--- src/design/hmcb_pkg.sv ---
// Package for the chained-bucket hash map: sizes, opcodes and shared types.
// No dependencies.
package hmcb_pkg;
    localparam int BUCKETS = 1024;
    localparam int WAYS    = 4;
    localparam int BKT_W   = (BUCKETS > 1) ? $clog2(BUCKETS) : 1;
    localparam int KEY_W   = 31;
    localparam int VAL_W   = 31;
    localparam int ROW_W   = WAYS * (KEY_W + VAL_W);
    localparam int WAY_W   = (WAYS > 1) ? $clog2(WAYS) : 1;

    localparam logic [1:0] OP_PUT    = 2'd0;
    localparam logic [1:0] OP_GET    = 2'd1;
    localparam logic [1:0] OP_REMOVE = 2'd2;
    localparam logic [1:0] OP_UNUSED = 2'd3;

    typedef struct packed {
        logic [1:0]       op;
        logic [KEY_W-1:0] key;
        logic [VAL_W-1:0] val;
        logic [BKT_W-1:0] bkt;
    } t_req;

    // Bucket index: key modulo BUCKETS. Power-of-two sizes reduce to a mask;
    // other sizes take one reciprocal multiply plus a small correction.
    function automatic logic [BKT_W-1:0] f_bucket(input logic [KEY_W-1:0] key);
        logic [63:0] q;
        logic [63:0] r;
        if ((BUCKETS & (BUCKETS - 1)) == 0) begin
            f_bucket = key[BKT_W-1:0];
        end else begin
            q = ({33'd0, key} * (64'(2) ** 31 / 64'(BUCKETS))) >> 31;
            r = {33'd0, key} - q * 64'(BUCKETS);
            if (r >= 64'(BUCKETS)) begin
                r = r - 64'(BUCKETS);
            end
            if (r >= 64'(BUCKETS)) begin
                r = r - 64'(BUCKETS);
            end
            f_bucket = r[BKT_W-1:0];
        end
    endfunction
endpackage

--- src/design/hmcb_front.sv ---
// Front end: accepts requests, computes the bucket, holds a two-entry queue.
// Depends on hmcb_pkg.
module hmcb_front import hmcb_pkg::*; (
    input  logic             i_clk,
    input  logic             i_rst_n,
    input  logic             i_push,
    output logic             o_full,
    input  logic [1:0]       i_opcode,
    input  logic [KEY_W-1:0] i_lookup_key,
    input  logic [VAL_W-1:0] i_store_value,
    output logic             o_req_valid,
    output t_req             o_req,
    input  logic             i_req_take
);
    t_req       r_q [2];
    logic       r_wp, r_rp, n_wp, n_rp;
    logic [1:0] r_cnt, n_cnt;
    logic       w_in, w_out;

    assign o_full      = (r_cnt == 2'd2);
    assign o_req_valid = (r_cnt != 2'd0);
    assign o_req       = r_q[r_rp];
    assign w_in        = i_push && !o_full;
    assign w_out       = i_req_take && o_req_valid;

    always_comb begin
        n_wp  = w_in  ? ~r_wp : r_wp;
        n_rp  = w_out ? ~r_rp : r_rp;
        n_cnt = r_cnt + {1'b0, w_in} - {1'b0, w_out};
    end

    always_ff @(posedge i_clk) begin
        if (!i_rst_n) begin
            r_wp  <= 1'b0;
            r_rp  <= 1'b0;
            r_cnt <= 2'd0;
        end else begin
            r_wp  <= n_wp;
            r_rp  <= n_rp;
            r_cnt <= n_cnt;
        end
        if (w_in) begin
            r_q[r_wp] <= '{op: i_opcode, key: i_lookup_key, val: i_store_value,
                           bkt: f_bucket(i_lookup_key)};
        end
    end
endmodule

--- config.mk ---
export PLATFORM = sky130hd
export DESIGN_NAME = hmcb_front
export DESIGN_NICKNAME = d
export VERILOG_FILES = /design/src/design/hmcb_pkg.sv /design/src/design/hmcb_front.sv
export SDC_FILE = /design/constraint.sdc
export NUM_CORES = 1
export LEC_CHECK = 0
export BUFFER_PORTS_ARGS = -buffer_cell sky130_fd_sc_hd__buf_2
export CAP_MARGIN = 20
export CELL_PAD_IN_SITES_DETAIL_PLACEMENT = 0
export CELL_PAD_IN_SITES_GLOBAL_PLACEMENT = 2
export CORE_MARGIN = 1
export CORE_UTILIZATION = 41
export CTS_CLUSTER_DIAMETER = 50
export DETAILED_ROUTE_END_ITERATION = 7
export PLACE_DENSITY_LB_ADDON = 0.1
export SYNTH_ARGS = -nofsm -noshare
export SYNTH_HDL_FRONTEND = slang
export SYNTH_SLANG_ARGS = --single-unit
--- constraint.sdc ---
create_clock -name i_clk -period 7.86 [get_ports i_clk]
set_input_delay 1.179 -clock i_clk [delete_from_list [all_inputs] [get_ports i_clk]]
set_output_delay 1.179 -clock i_clk [all_outputs]
set_load 0.01 [all_outputs]
Word-level counts from Yosys, hierarchy flattened --
Memory sizes are Yosys's and may differ from the RTL's. A register that Yosys moved wholly into a read port is not among the register bits. Index checks and enable logic that the tools add are counted. W data, S select, Z words.
Operators by class: $add $sub $neg 2, equality and inequality tests 1, reduce and logical (&&, ||, !) cells 4, bitwise operators 2, multiplexer cells 5
Operators with widths (count):
- $mux W10 | 1
- $mux W1 | 4
- $add A2 B1 Y2 | 1
- $eq A2 B2 Y1 const B | 1
- $logic_and A1 B1 Y1 | 2
- $not A1 Y1 | 2
- $reduce_bool A2 Y1 | 1
- $sub A2 B1 Y2 | 1
- $logic_not A1 Y1 | 1
Word-level totals: logic and storage cells 18, memories 1, bits in writable memories 148, flip-flop bits (word level) 4, output and inout bits 76, bits of input ports 68
Memory list:
- r_q | depth 2, width 74, rd ports 1, clocked after memory_dff 1, wr ports 1, line hmcb_front.sv:15 | t_req r_q [2];

Depth between registers and ports, before layout --
depth after elaboration 5, mapped depth 8, gate-level depth less buffers 8

Worst setup path before layout --
Ideal clock, no wire load.
path kind in2reg, from input i_push, to memory r_q[0][10] in the netlist's numbering (enable), stages 2, arrival 3.949 ns, setup time 0.486 ns, required time 7.374 ns, setup slack 3.425 ns, buffers on the path 0, cells stage by stage nand2_1 nor2_1
On the way: word-level cells in the longest chain between the ends 3
Ends and longest elaborated chain:
- start, declared | line hmcb_front.sv:6 | input logic i_push,
- $logic_and A1 B1 Y1 | line hmcb_front.sv:23 | assign w_in = i_push && !o_full;
- $mux W1 | line hmcb_front.sv:42 | if (w_in) begin
- $mux W1 (not written as such) | line hmcb_front.sv:43 | r_q[r_wp] <= '{op: i_opcode, key: i_lookup_key, val: i_store_value,
- end, declared | line hmcb_front.sv:15
Every way passes these cells.

==> reports/summary.md <==
Synth
* Syn. warnings: 0
* number of storage elements in the synthesis netlist: 133
* number of nets produced by synthesis: 304
* mean cell area of the mapped netlist: 22.4 sq um
* number of cells produced by synthesis: 234
* register area share after synthesis: 0.754
* Mapped Area: 0.00523 sq mm
* post-synthesis cell type count: 19

Route
* initial drt markers: 100
* DRC errors left: 0
* overall routed net length: 8.73 mm
* Pre-antenna DRT Iters: 4
* detailed-route vias per instance: 4.47
* highest routed layer: met4
* routed wl met3: 616 um
* amount of wire on met2 after detailed routing: 4.25 mm
* routed length on met1: 3.73 mm
* count of nets left with antenna violations after detail routing: 0
* via total after detailed routing: 2513
* Routed wire per std cell: 15.5 um

Hold path
* startpoint of the tightest hold check path: r_wp
* Worst Hold Path EP: r_wp
* min-delay worst type: flop to flop
* Worst Hold Depth: 2

Die
* vertical extent of the die: 115 um
* width of the chip: 115 um
* placeable core area: 0.0122 sq mm
* Initial Util: 0.429
* Ports: 144
* total die area: 0.0132 sq mm
* number of rows in the core area: 40

Pwr
* internal cell power: 1690 uW
* leakage: 0.00262 uW
* worst supply voltage drop on vdd: 0.195 mV
* switching power summed over all nets: 574 uW
* clock network fraction of design power: 0.356
* switching share of total power: 0.253
* Comb power frac: 0.227
* power density of the placed cells: 343 mW/mm^2
* sequential cell fraction of total power: 0.417

STA
* final worst-path setup slack: 4.33 ns
* Relative slew margins: 0.400
* clock period minus final worst setup slack: 3.53 ns
* Hold Fails Final Rpt: 0
* Total Negative Setup Slacks: 0 ns
* Setup Skew: 0.00528 ns
* Final period util: 0.449
* final number of max-transition violations: 0
* slew at the pin closest to its max-slew limit: 0.900 ns
* unrepaired setup endpoints after global routing: false
* highest achievable clock rate: 0.283 GHz
* count of final setup violators: 0

Finish
* fraction of the core area covered by cells at the end of the flow: 0.540
* final standard cell area without fillers: 0.00660 sq mm
* Filler cells: 1037
* Layout Area Growth over Synthesis: 26.1%
* ratio of cells with drive above 1 in the final layout: 0.619
* number of nets in the finished design: 451
* Inserted Diodes: 0

Placement
* instance area at placement: 0.00598 sq mm
* Final Wtd Congestion: 0.652
* pre-CTS setup slack: 4.70 ns
* HPWL Detailed: 5.46 mm
* total of buffers placed on input and output ports: 143

Critical path
* Crit Path Class: flop to primary output
* Setup crit start kind: flop
* reg2reg path depth: 4
* Arr. time, crit path: 2.35 ns
* data required time at the worst endpoint: 6.68 ns
* endpoint of the lowest-slack register-to-register path: r_q[0][45]
* Worst setup EP type: primary output
* biggest fanout along the worst timing path: 36
* reg-to-reg critical path startpoint: r_cnt[0]
* register-to-register setup slack: 5.55 ns

Run
* maxcap violations: 0

Global route
* total congestion overflow after global routing: 0
* global routing usage summed across all routing layers: 0.140
* largest net degree at the start of global routing: 65
* antenna violations before repair: 0
* first-pass GRT wire length: 13.1 mm
* number of global-route vias before repair: 2613

Clocking
* clock sinks: 133
* post-CTS resize count: 0
* post-CTS setup repair buffer count: 0
* # hold bufs at CTS: 0
* CTS tree: built
* number of buffers added by the clock tree synthesis step: 17
* buffer depth of the longest clock path: 2
* Root Buffer: clkbuf_16
* Clock Pin Slew Worst Setup and Hold Paths: 0.05 ns
* deepest level of the CTS H-tree: 4
* clock network latency to the later pin of the worst-skew pair: 0.41 ns

Status
* run status: finished clean

[stage by stage]
step | total power (uW) | hold slack, ns | std cells
after floorplan | 1360 | 0.455 | 234
after global placement | 1480 | 0.509 | 530
after detailed placement | 1490 | 0.524 | 530
after CTS | 2300 | 0.537 | 562
after global routing | 2370 | 0.566 | 562
final | 2270 | 0.532 | 562
[worst max path at each step]
stage                start         end
floorplan           i_push  r_q[0][10]
global placement      flop   o_req[46]
detailed placement    flop    o_req[5]
CTS                   flop    o_req[5]
global route          flop    o_req[5]
finish                flop    o_req[5]
[power by group through the flow]
stage,Sequential [uW],Clock (uW),Combinational (uW)
floorplan,932,0,430
global placement,957,0,523
detailed placement,962,0,524
CTS,948,823,526
global route,956,855,556
finish,945,807,513
[kinds of logic after synthesis]
| kind of cell | share of synthesized area |
|---|---|
| flops | 0.754 |
| mux | 0.183 |
| buf+inv | 0.0409 |
| simple gates | 0.0117 |
| xor+xnor | 0.00502 |
| fa+ha+maj | 0.00478 |
| compound gates | 0.00143 |
[layout by cell type, fill, tap and decap left out]
| cell | netlist | final |
|---|---|---|
| ha_1 | 2 | 2 |
| clkinvlp_4 | 0 | 4 |
| and3_4 | 0 | 1 |
| clkinv_4 | 0 | 1 |
| and2_1 | 2 | 2 |
| bufinv_16 | 0 | 4 |
| nor2_4 | 0 | 1 |
| nand2b_1 | 2 | 2 |
| clkbuf_16 | 0 | 17 |
| clkinv_1 | 0 | 1 |
| mux2_4 | 60 | 60 |
| buf_2 | 0 | 143 |
| o21a_1 | 1 | 1 |
| clkinv_2 | 0 | 5 |
| mux2_2 | 4 | 4 |
| nand2_1 | 2 | 2 |
| buf_4 | 10 | 2 |
| inv_1 | 2 | 2 |
| nor2b_1 | 2 | 2 |
| dfxtp_4 | 0 | 1 |
| mux2i_1 | 1 | 1 |
| xnor2_1 | 3 | 3 |
| edfxtp_1 | 128 | 128 |
| or2_2 | 1 | 1 |
| dfxtp_1 | 5 | 4 |
[sequential cells by signal, summed over array words and instances, names as in the netlist, named ones only]
signal / cells
r_rp: 1
r_cnt: 2
r_q: 128
r_wp: 1
[metal layers]
metal,track usage,vias up
met1,0.159,1212
met3,0.0617,11
li1,-,1194
met4,0.0753,0
met2,0.222,96
met5,0,-
[cell type report]
cell class                 count  area (sq um)  share of cell area
inverter                       2          7.51             0.00114
multi-input combinational     82          1090               0.165
sequential                   133          3950               0.598
tap                          168           210              0.0319
clock buffer                  17           425              0.0645
timing repair buffer         145           731               0.111
clock inverter                15           188              0.0284
[synthesized netlist by cell type (all sizes together)]
library cell  count  share of area
dfxtp             5          0.019
and2              2         0.0024
inv               2         0.0014
or2               1         0.0012
mux2i             1         0.0019
nor2b             2         0.0024
xnor2             3         0.0050
edfxtp          128           0.73
and3              1         0.0012
nor2              1        0.00072
buf              17          0.039
nand2b            2         0.0024
mux2             64           0.18
nand2             2         0.0014
ha                2         0.0048
o21a              1         0.0014
[worst max-delay path: stages, from the launching register on]
cell and delay, ns:
dfxtp_4 0.71, buf_4 0.66, mux2_2 0.41, buf_2 0.14
No activity file was read; power rests on OpenSTA's default activity.
